===== src/spr_pkg.sv =====
`timescale 1ns / 1ps
`default_nettype none

package spr_pkg;

    // Field widths of the streams and the configuration registers.
    localparam int PULSE_W    = 12;
    localparam int SPEED_W    = 10;
    localparam int INTERVAL_W = 16;
    localparam int TIME_W     = 32;
    localparam int PCT_W      = 7;
    localparam int CFG_ADDR_W = 3;
    localparam int CFG_DATA_W = 16;
    localparam int S_TDATA_W  = 40;
    localparam int M_TDATA_W  = 24;

    // Percent times range magnitude: 7 bits by 12 bits.
    localparam int PROD_W = PCT_W + PULSE_W;

    // Division by 100 as a reciprocal multiply: ceil(2^26 / 100). The error stays
    // below 1/100 for every product of PROD_W bits, so the quotient is exact.
    localparam int RECIP_W     = 20;
    localparam int RECIP_SHIFT = 26;
    localparam logic [RECIP_W-1:0] RECIP_100 = 20'd671089;
    localparam int QUOT_W = PROD_W + RECIP_W - RECIP_SHIFT;

    // Register values after reset.
    localparam logic [PULSE_W-1:0]    MIN_PULSE_RST   = 12'd1100;
    localparam logic [PULSE_W-1:0]    MAX_PULSE_RST   = 12'd1900;
    localparam logic [INTERVAL_W-1:0] INTERVAL_RST    = 16'd20;
    localparam logic [PULSE_W-1:0]    DECEL_DIST_RST  = 12'd100;
    localparam logic [SPEED_W-1:0]    ACCEL_STEP_RST  = 10'd1;
    localparam logic [SPEED_W-1:0]    SPEED_LIMIT_RST = 10'd20;

    // Configuration register indexes.
    typedef enum logic [CFG_ADDR_W-1:0] {
        REG_MIN_PULSE   = 3'd0,
        REG_MAX_PULSE   = 3'd1,
        REG_INTERVAL    = 3'd2,
        REG_DECEL_DIST  = 3'd3,
        REG_ACCEL_STEP  = 3'd4,
        REG_SPEED_LIMIT = 3'd5
    } cfg_reg_t;

    // Item kinds carried on s_tuser.
    typedef enum logic {
        OP_TICK       = 1'b0,
        OP_SET_TARGET = 1'b1
    } op_t;

    typedef struct packed {
        logic [PULSE_W-1:0]    min_pulse;
        logic [PULSE_W-1:0]    max_pulse;
        logic [INTERVAL_W-1:0] interval;
        logic [PULSE_W-1:0]    decel_dist;
        logic [SPEED_W-1:0]    accel_step;
        logic [SPEED_W-1:0]    speed_limit;
    } cfg_t;

    // Captured input item, with the percent product already formed.
    typedef struct packed {
        logic              valid;
        op_t               op;
        logic [TIME_W-1:0] now;
        logic [PROD_W-1:0] prod_mag;
        logic              prod_neg;
    } item_t;

    // Motion step result handed to the output register.
    typedef struct packed {
        logic               fire;
        logic [PULSE_W-1:0] pulse;
        logic [SPEED_W-1:0] speed;
    } result_t;

endpackage

`default_nettype wire


===== src/spr_cfg_regs.sv =====
`timescale 1ns / 1ps
`default_nettype none

module spr_cfg_regs
    import spr_pkg::*;
(
    input  wire logic                  aclk,
    input  wire logic                  aresetn,
    input  wire logic                  cfg_we,
    input  wire logic [CFG_ADDR_W-1:0] cfg_addr,
    input  wire logic [CFG_DATA_W-1:0] cfg_wdata,
    output cfg_t                       cfg
);

    cfg_t cfg_reg;
    cfg_t cfg_next;

    // Decode one register write; indexes past the list are ignored.
    always_comb begin
        cfg_next = cfg_reg;
        if (cfg_we) begin
            case (cfg_reg_t'(cfg_addr))
                REG_MIN_PULSE:   cfg_next.min_pulse   = cfg_wdata[PULSE_W-1:0];
                REG_MAX_PULSE:   cfg_next.max_pulse   = cfg_wdata[PULSE_W-1:0];
                REG_INTERVAL:    cfg_next.interval    = cfg_wdata[INTERVAL_W-1:0];
                REG_DECEL_DIST:  cfg_next.decel_dist  = cfg_wdata[PULSE_W-1:0];
                REG_ACCEL_STEP:  cfg_next.accel_step  = cfg_wdata[SPEED_W-1:0];
                REG_SPEED_LIMIT: cfg_next.speed_limit = cfg_wdata[SPEED_W-1:0];
                default:         cfg_next = cfg_reg;
            endcase
        end
    end

    always_ff @(posedge aclk) begin
        if (!aresetn) begin
            cfg_reg.min_pulse   <= MIN_PULSE_RST;
            cfg_reg.max_pulse   <= MAX_PULSE_RST;
            cfg_reg.interval    <= INTERVAL_RST;
            cfg_reg.decel_dist  <= DECEL_DIST_RST;
            cfg_reg.accel_step  <= ACCEL_STEP_RST;
            cfg_reg.speed_limit <= SPEED_LIMIT_RST;
        end else begin
            cfg_reg <= cfg_next;
        end
    end

    assign cfg = cfg_reg;

endmodule

`default_nettype wire


===== src/spr_capture.sv =====
`timescale 1ns / 1ps
`default_nettype none

module spr_capture
    import spr_pkg::*;
(
    input  wire logic                 aclk,
    input  wire logic                 aresetn,
    input  wire logic                 s_tvalid,
    output logic                      s_tready,
    input  wire logic [S_TDATA_W-1:0] s_tdata,
    input  wire logic                 s_tuser,
    input  wire cfg_t                 cfg,
    input  wire logic                 advance,
    output item_t                     item
);

    logic                      valid_reg;
    logic                      valid_next;
    op_t                       op_reg;
    logic [TIME_W-1:0]         now_reg;
    logic [PROD_W-1:0]         prod_reg;
    logic                      neg_reg;
    logic signed [PULSE_W:0]   range_diff;
    logic [PULSE_W-1:0]        range_mag;
    logic [PCT_W-1:0]          pct;
    logic                      take;

    // The register frees up when its item moves on in the same cycle.
    assign s_tready = !valid_reg || advance;
    assign take     = s_tvalid && s_tready;
    assign pct      = s_tdata[TIME_W +: PCT_W];

    // Signed pulse range and its magnitude for the percent product.
    always_comb begin
        range_diff = signed'({1'b0, cfg.max_pulse}) - signed'({1'b0, cfg.min_pulse});
        if (range_diff[PULSE_W]) begin
            range_mag = PULSE_W'(-range_diff);
        end else begin
            range_mag = range_diff[PULSE_W-1:0];
        end
    end

    always_comb begin
        valid_next = valid_reg;
        if (take) begin
            valid_next = 1'b1;
        end else if (advance) begin
            valid_next = 1'b0;
        end
    end

    always_ff @(posedge aclk) begin
        if (!aresetn) begin
            valid_reg <= 1'b0;
        end else begin
            valid_reg <= valid_next;
        end
    end

    // Payload capture, including the 7 by 12 bit product.
    always_ff @(posedge aclk) begin
        if (take) begin
            op_reg   <= op_t'(s_tuser);
            now_reg  <= s_tdata[TIME_W-1:0];
            prod_reg <= pct * range_mag;
            neg_reg  <= range_diff[PULSE_W];
        end
    end

    assign item.valid    = valid_reg;
    assign item.op       = op_reg;
    assign item.now      = now_reg;
    assign item.prod_mag = prod_reg;
    assign item.prod_neg = neg_reg;

endmodule

`default_nettype wire


===== src/spr_motion.sv =====
`timescale 1ns / 1ps
`default_nettype none

module spr_motion
    import spr_pkg::*;
(
    input  wire logic  aclk,
    input  wire logic  aresetn,
    input  wire item_t item,
    input  wire cfg_t  cfg,
    input  wire logic  out_free,
    output logic       advance,
    output result_t    result
);

    logic [TIME_W-1:0]  last_step_time_reg;
    logic [PULSE_W-1:0] goal_pulse_reg;
    logic [PULSE_W-1:0] position_pulse_reg;
    logic [SPEED_W-1:0] speed_reg;

    logic [TIME_W-1:0]  last_step_time_next;
    logic [PULSE_W-1:0] goal_pulse_next;
    logic [PULSE_W-1:0] position_pulse_next;
    logic [SPEED_W-1:0] speed_next;

    logic [TIME_W-1:0]           elapsed;
    logic                        step_due;
    logic                        is_tick;
    logic                        is_set;
    logic [PROD_W+RECIP_W-1:0]   recip_prod;
    logic [QUOT_W-1:0]           quot;
    logic signed [PULSE_W+2:0]   quot_s;
    logic signed [PULSE_W+2:0]   goal_raw;
    logic [PULSE_W-1:0]          goal_map;
    logic signed [PULSE_W+1:0]   rem;
    logic signed [PULSE_W+1:0]   dist_s;
    logic [PULSE_W-1:0]          dist_mag;
    logic signed [SPEED_W+1:0]   spd_raw;
    logic [SPEED_W-1:0]          spd_new;
    logic signed [PULSE_W+1:0]   pos_raw;
    logic [PULSE_W-1:0]          pos_new;

    assign is_tick  = item.valid && (item.op == OP_TICK);
    assign is_set   = item.valid && (item.op == OP_SET_TARGET);
    assign elapsed  = item.now - last_step_time_reg;
    assign step_due = elapsed > TIME_W'(cfg.interval);

    // An item moves on unless it has a result and the output is still full.
    assign advance = is_set || (is_tick && (!step_due || out_free));

    // Percent to pulse: divide the product by 100, restore the sign, add the
    // low end of the range and saturate.
    always_comb begin
        recip_prod = item.prod_mag * RECIP_100;
        quot       = recip_prod[PROD_W+RECIP_W-1:RECIP_SHIFT];
        if (item.prod_neg) begin
            quot_s = -signed'((PULSE_W+3)'(quot));
        end else begin
            quot_s = signed'((PULSE_W+3)'(quot));
        end
        goal_raw = signed'((PULSE_W+3)'(cfg.min_pulse)) + quot_s;
        if (goal_raw < 0) begin
            goal_map = '0;
        end else if (goal_raw > signed'((PULSE_W+3)'({PULSE_W{1'b1}}))) begin
            goal_map = '1;
        end else begin
            goal_map = goal_raw[PULSE_W-1:0];
        end
    end

    // Speed update: slow down near the goal, speed up elsewhere, then clamp.
    always_comb begin
        rem      = signed'((PULSE_W+2)'(goal_pulse_reg)) -
                   signed'((PULSE_W+2)'(position_pulse_reg));
        dist_s   = (rem < 0) ? -rem : rem;
        dist_mag = dist_s[PULSE_W-1:0];

        if (dist_mag < cfg.decel_dist) begin
            spd_raw = signed'((SPEED_W+2)'(speed_reg)) -
                      signed'((SPEED_W+2)'(cfg.accel_step));
        end else if (speed_reg < cfg.speed_limit) begin
            spd_raw = signed'((SPEED_W+2)'(speed_reg)) +
                      signed'((SPEED_W+2)'(cfg.accel_step));
        end else begin
            spd_raw = signed'((SPEED_W+2)'(speed_reg));
        end

        if (spd_raw < 0) begin
            spd_new = '0;
        end else if (spd_raw > signed'((SPEED_W+2)'(cfg.speed_limit))) begin
            spd_new = cfg.speed_limit;
        end else begin
            spd_new = spd_raw[SPEED_W-1:0];
        end
    end

    // Position update toward the goal; an overshoot stops at the goal and a
    // zero distance holds the position.
    always_comb begin
        pos_raw = signed'((PULSE_W+2)'(position_pulse_reg));
        pos_new = position_pulse_reg;
        if (rem < 0) begin
            pos_raw = signed'((PULSE_W+2)'(position_pulse_reg)) -
                      signed'((PULSE_W+2)'(spd_new));
            if (pos_raw < signed'((PULSE_W+2)'(goal_pulse_reg))) begin
                pos_new = goal_pulse_reg;
            end else begin
                pos_new = pos_raw[PULSE_W-1:0];
            end
        end else if (rem > 0) begin
            pos_raw = signed'((PULSE_W+2)'(position_pulse_reg)) +
                      signed'((PULSE_W+2)'(spd_new));
            if (pos_raw > signed'((PULSE_W+2)'(goal_pulse_reg))) begin
                pos_new = goal_pulse_reg;
            end else begin
                pos_new = pos_raw[PULSE_W-1:0];
            end
        end
    end

    // State next values and the result handed to the output register.
    always_comb begin
        last_step_time_next = last_step_time_reg;
        goal_pulse_next     = goal_pulse_reg;
        position_pulse_next = position_pulse_reg;
        speed_next          = speed_reg;
        result.fire         = 1'b0;
        result.pulse        = pos_new;
        result.speed        = spd_new;
        if (is_set) begin
            goal_pulse_next = goal_map;
        end else if (is_tick && step_due && out_free) begin
            last_step_time_next = item.now;
            position_pulse_next = pos_new;
            speed_next          = spd_new;
            result.fire         = 1'b1;
        end
    end

    always_ff @(posedge aclk) begin
        if (!aresetn) begin
            last_step_time_reg <= '0;
            goal_pulse_reg     <= '0;
            position_pulse_reg <= '0;
            speed_reg          <= '0;
        end else begin
            last_step_time_reg <= last_step_time_next;
            goal_pulse_reg     <= goal_pulse_next;
            position_pulse_reg <= position_pulse_next;
            speed_reg          <= speed_next;
        end
    end

endmodule

`default_nettype wire


===== src/servo_pulse_ramp_profiler_top.sv =====
// Servo pulse ramp profiler: moves a servo pulse width toward a goal with a
// trapezoidal speed ramp.
// Input stream s_*: s_tuser selects the item kind (0 time tick, 1 set target).
// A set-target transaction maps target_percent onto the configured pulse range
// and stores it as the goal; it gives no result. A tick transaction carries the
// millisecond time; when more than step_interval_ms have passed since the last
// step, one motion step is taken and one result is sent on m_*.
// Configuration: cfg_we writes cfg_wdata into register cfg_addr;
// write only while the block is idle.
// An accepted item waits in the input register, is processed by the update
// stage, and its result is loaded into the output register and shown on m_*.
// Throughput: one transaction per cycle, limited by the single update stage
// that reads and writes the motion state, while no step item is stalled.
// Stalls: the output register holds a result until m_tready takes it; the
// block keeps taking items that give no result, and a step item waits in the
// input register, with s_tready low, until the output can take it.
// Reset: registers return to their default values, the goal, position, speed
// and last step time clear to zero, and both stream sides become empty.
`timescale 1ns / 1ps
`default_nettype none

module servo_pulse_ramp_profiler_top
    import spr_pkg::*;
(
    input  wire logic                  aclk,
    input  wire logic                  aresetn,
    input  wire logic                  s_tvalid,
    output logic                       s_tready,
    // [31:0] now_ms, [38:32] target_percent, [39] zero
    input  wire logic [S_TDATA_W-1:0]  s_tdata,
    // [0] operation
    input  wire logic                  s_tuser,
    output logic                       m_tvalid,
    input  wire logic                  m_tready,
    // [11:0] pulse_width_us, [21:12] speed_now, [23:22] zero
    output logic [M_TDATA_W-1:0]       m_tdata,
    input  wire logic                  cfg_we,
    input  wire logic [CFG_ADDR_W-1:0] cfg_addr,
    input  wire logic [CFG_DATA_W-1:0] cfg_wdata
);

    cfg_t    cfg;
    item_t   item;
    result_t result;
    logic    advance;
    logic    out_free;

    logic                 m_tvalid_reg;
    logic                 m_tvalid_next;
    logic [PULSE_W-1:0]   pulse_reg;
    logic [SPEED_W-1:0]   speed_now_reg;

    spr_cfg_regs u_cfg_regs (
        .aclk      (aclk),
        .aresetn   (aresetn),
        .cfg_we    (cfg_we),
        .cfg_addr  (cfg_addr),
        .cfg_wdata (cfg_wdata),
        .cfg       (cfg)
    );

    spr_capture u_capture (
        .aclk     (aclk),
        .aresetn  (aresetn),
        .s_tvalid (s_tvalid),
        .s_tready (s_tready),
        .s_tdata  (s_tdata),
        .s_tuser  (s_tuser),
        .cfg      (cfg),
        .advance  (advance),
        .item     (item)
    );

    spr_motion u_motion (
        .aclk     (aclk),
        .aresetn  (aresetn),
        .item     (item),
        .cfg      (cfg),
        .out_free (out_free),
        .advance  (advance),
        .result   (result)
    );

    // The output register can load when it is empty or being emptied.
    assign out_free = !m_tvalid_reg || m_tready;

    always_comb begin
        m_tvalid_next = m_tvalid_reg;
        if (result.fire) begin
            m_tvalid_next = 1'b1;
        end else if (m_tready) begin
            m_tvalid_next = 1'b0;
        end
    end

    always_ff @(posedge aclk) begin
        if (!aresetn) begin
            m_tvalid_reg <= 1'b0;
        end else begin
            m_tvalid_reg <= m_tvalid_next;
        end
    end

    always_ff @(posedge aclk) begin
        if (result.fire) begin
            pulse_reg     <= result.pulse;
            speed_now_reg <= result.speed;
        end
    end

    assign m_tvalid = m_tvalid_reg;
    assign m_tdata  = {(M_TDATA_W-PULSE_W-SPEED_W)'(0), speed_now_reg, pulse_reg};

endmodule

`default_nettype wire


===== config.mk =====
export PLATFORM = sky130hd
export DESIGN_NAME = servo_pulse_ramp_profiler_top
export DESIGN_NICKNAME = d
export VERILOG_FILES = /design/src/spr_pkg.sv /design/src/spr_cfg_regs.sv /design/src/spr_capture.sv /design/src/spr_motion.sv /design/src/servo_pulse_ramp_profiler_top.sv
export SDC_FILE = /design/constraint.sdc
export NUM_CORES = 1
export LEC_CHECK = 0
export BUFFER_PORTS_ARGS = -buffer_cell sky130_fd_sc_hd__buf_2
export CAP_MARGIN = 5
export CORE_ASPECT_RATIO = 1.4
export CORE_UTILIZATION = 45
export CTS_CLUSTER_DIAMETER = 100
export CTS_CLUSTER_SIZE = 24
export DETAILED_ROUTE_END_ITERATION = 7
export MAX_ROUTING_LAYER = met4
export PLACE_DENSITY_LB_ADDON = 0.3
export RECOVER_POWER = 50
export SYNTH_ARGS = -nofsm -noshare
export SYNTH_HDL_FRONTEND = slang
export SYNTH_HIERARCHICAL = 1
export SYNTH_SLANG_ARGS = --single-unit

===== constraint.sdc =====
create_clock -name aclk -period 17.3 [get_ports aclk]
set_clock_uncertainty 0.15 [all_clocks]
set_input_delay 1.73 -clock aclk [delete_from_list [all_inputs] [get_ports aclk]]
set_output_delay 1.73 -clock aclk [all_outputs]
set_load 0.1 [all_outputs]

==> metrics.txt <==
# setup viols final=0; CTS H-tree lvls=1; number of global-route vias before repair=21,409; most common cell after layout, fill and taps aside=inv_1; Critical R2R Capture=u_motion/position_pulse_reg[11]; first-pass GRT wire length=roughly 110,000 um; failing checks=capacitance limit, slew limit; hold depth=2; synth top area cells=ha_1, fa_1, dfxtp_1, edfxtp_1, inv_1; first-pass detailed-route iteration total=5; gpl congestion=around 0.92; cell depth of the worst setup path=52; Clock Tree Root=clkbuf_16; commonest cells after routing, fill and taps aside=inv_1, ha_1, a21oi_1; synth warn=6; worst r2r src=u_motion/goal_pulse_reg[0]; CTS resizes=0; # hold bufs at CTS=0; Slew Limit Fails=between 150 and 200; Max Fanout on Critical Path=21; deepest clock path buffer count=3; fillers=roughly 5,400; f_max=approximately 76 MHz; Synth Cell Area=about 26,000 um2; Yosys cell types=109; final hold slack=0.316 ns; type of origin of the critical path=register; post-synth top area cell=ha_1; most used cell, CP=a21oi_1; final hold violation count=0; area of the multi-input gates=between 15,000 and 20,000 um2; wire per inst=~18 um; final instance count without filler cells=3,712; Tcrit/Tclk final=0.761; final core occ=0.481; # DRC=0; GRT Overall Usage=0.241; setup TNS=0 ns; Top delay family on crit path=compound AO/OA/AOI/OAI gates; Num CTS Buffers=14; Syn Area/Cell=~8.7 um2; total global routing overflow=0; Top FF cell, synth=dfxtp_1; ys async rst share=0; Worst Path Buf+Inv=3; routed vias=between 20,000 and 25,000; HP Class=register to register; CP max stage cell=a21oi_1; pin count of the biggest net entering global routing=77; placed cells=~3,700; worst skew pair latency=between 0.5 and 0.6 ns; post-synthesis sequential area ratio=0.197; setup bufs post-CTS=0; port bufs=between 80 and 90; I/O pin cnt=91; CP endpoint kind=register; Layout area overhead=5.79%; max reg flops=a little over 70; Worst EP arrival=13.44 ns; worst r2r path cells=between 50 and 60; Die Area=a little under 60,000 um2; WHS Endpoint=u_cfg_regs/cfg[20]; Tmin final=roughly 13 ns; CP max stage delay=a little under 0.9 ns; via density per instance=around 5.6; max_cap viols=3; status=finished with violations; core area=56,300 um2; fin nets=between 3,000 and 4,000; Slew HR=-1.20; unrepaired setup endpoints after global routing=false; Synth Register Bits=215; post-detail-place hpwl=54,700 um; Row Count=between 100 and 150; Starting DRT DRC Count=1,110; final WL=67,100 um; worst endpoint required time=~18 ns; die height=approximately 280 um; Post-synth EDFFs=75; die width=around 200 um; remaining antenna violation count=0; Storage cell area=slightly above 5000 um2; clk sinks=approximately 220; share of the synthesized area in the top cell type=0.184; worst setup path category=register to register; ratio of cells with drive above 1 in the final layout=0.0552; TritonCTS clock tree=built; cell count after synthesis=2,943; hold_sp=u_cfg_regs/cfg[20]; FF-to-FF setup slack=between 4 and 5 ns; Initial Utilization=0.455; Slew @ Worst Pin=~3.3 ns; clk slew on worst S/H paths=0.10 ns; initial antenna violation count=6
-- area by class of cell --
class	instances	area share
Timing Repair Buffer	100	0.0182
Inverter	456	0.0632
Clock buffer	18	0.0143
Antenna cell	7	0.000647
Clock inverter	6	0.00277
Multi-Input combinational cell	2175	0.680
Tap cell	735	0.0340
Sequential cell	215	0.187
-- worst register-to-register path: cells and delay by family (launching register included) --
kind            cells  cell delay (ns)
compound gates     30             7.24
simple gates       10             2.50
fa+ha+maj           6             1.62
xor+xnor            2             0.53
buf+inv             3             0.49
flops               1             0.39
mux                 1             0.18
-- routing by layer --
| layer | global-route usage | part of all wire |
|---|---|---|
| met1 | 0.265 | 0.41 |
| met2 | 0.447 | 0.53 |
| met3 | 0.0218 | 0.033 |
| met4 | 0.0842 | 0.035 |
| met5 | - | 0 |
-- cells by family (layout without fill, tap and decap cells) --
kind of cell | Yosys count | in the layout | share of synthesized area
and+or+nand+nor | 705 | 705 | 0.137
adders and majority gates | 560 | 560 | 0.327
xor gates and xnor gates | 103 | 103 | 0.0364
other | 1 | 9 | 0.000146
buffers and inverters | 554 | 580 | 0.0842
DFF | 215 | 215 | 0.197
muxes | 91 | 91 | 0.0356
AOI/OAI and AO/OA | 714 | 714 | 0.182
-- synth_stat cells (65+ instances only) --
| master | n |
|---|---|
| a21oi_1 | 222 |
| clkbuf_1 | 65 |
| dfxtp_1 | 140 |
| edfxtp_1 | 75 |
| fa_1 | 183 |
| ha_1 | 377 |
| inv_1 | 454 |
| mux2i_1 | 90 |
| nand2_1 | 195 |
| nand3_1 | 85 |
| nor2_1 | 140 |
| o21ai_0 | 161 |
| xnor2_1 | 65 |
-- how the worst max path moves through the flow --
stage,startpoint,slack (ns),end
3_5_place_dp,u_motion/goal_pulse_reg[0],4.46,u_motion/position_pulse_reg[8]
5_1_grt,u_motion/position_pulse_reg[1],3.12,u_motion/position_pulse_reg[11]
3_3_place_gp,u_motion/goal_pulse_reg[0],4.70,u_motion/position_pulse_reg[6]
4_1_cts,u_motion/position_pulse_reg[1],4.35,u_motion/position_pulse_reg[8]
6_report,u_motion/goal_pulse_reg[0],4.14,u_motion/position_pulse_reg[11]
2_1_floorplan,u_motion/position_pulse_reg[1],6.24,u_motion/position_pulse_reg[2]
-- metrics by stage --
step,instance area [um2],setup WS [ns]
after floorplan,25600,6.24
after CTS,27100,4.35
after detailed placement,26700,4.46
after global placement,26700,4.70
after global routing,27100,3.12
final,27100,4.14
Power is not shown: default switching activity piles up to over one toggle a cycle in this logic, so the estimate is an artifact.
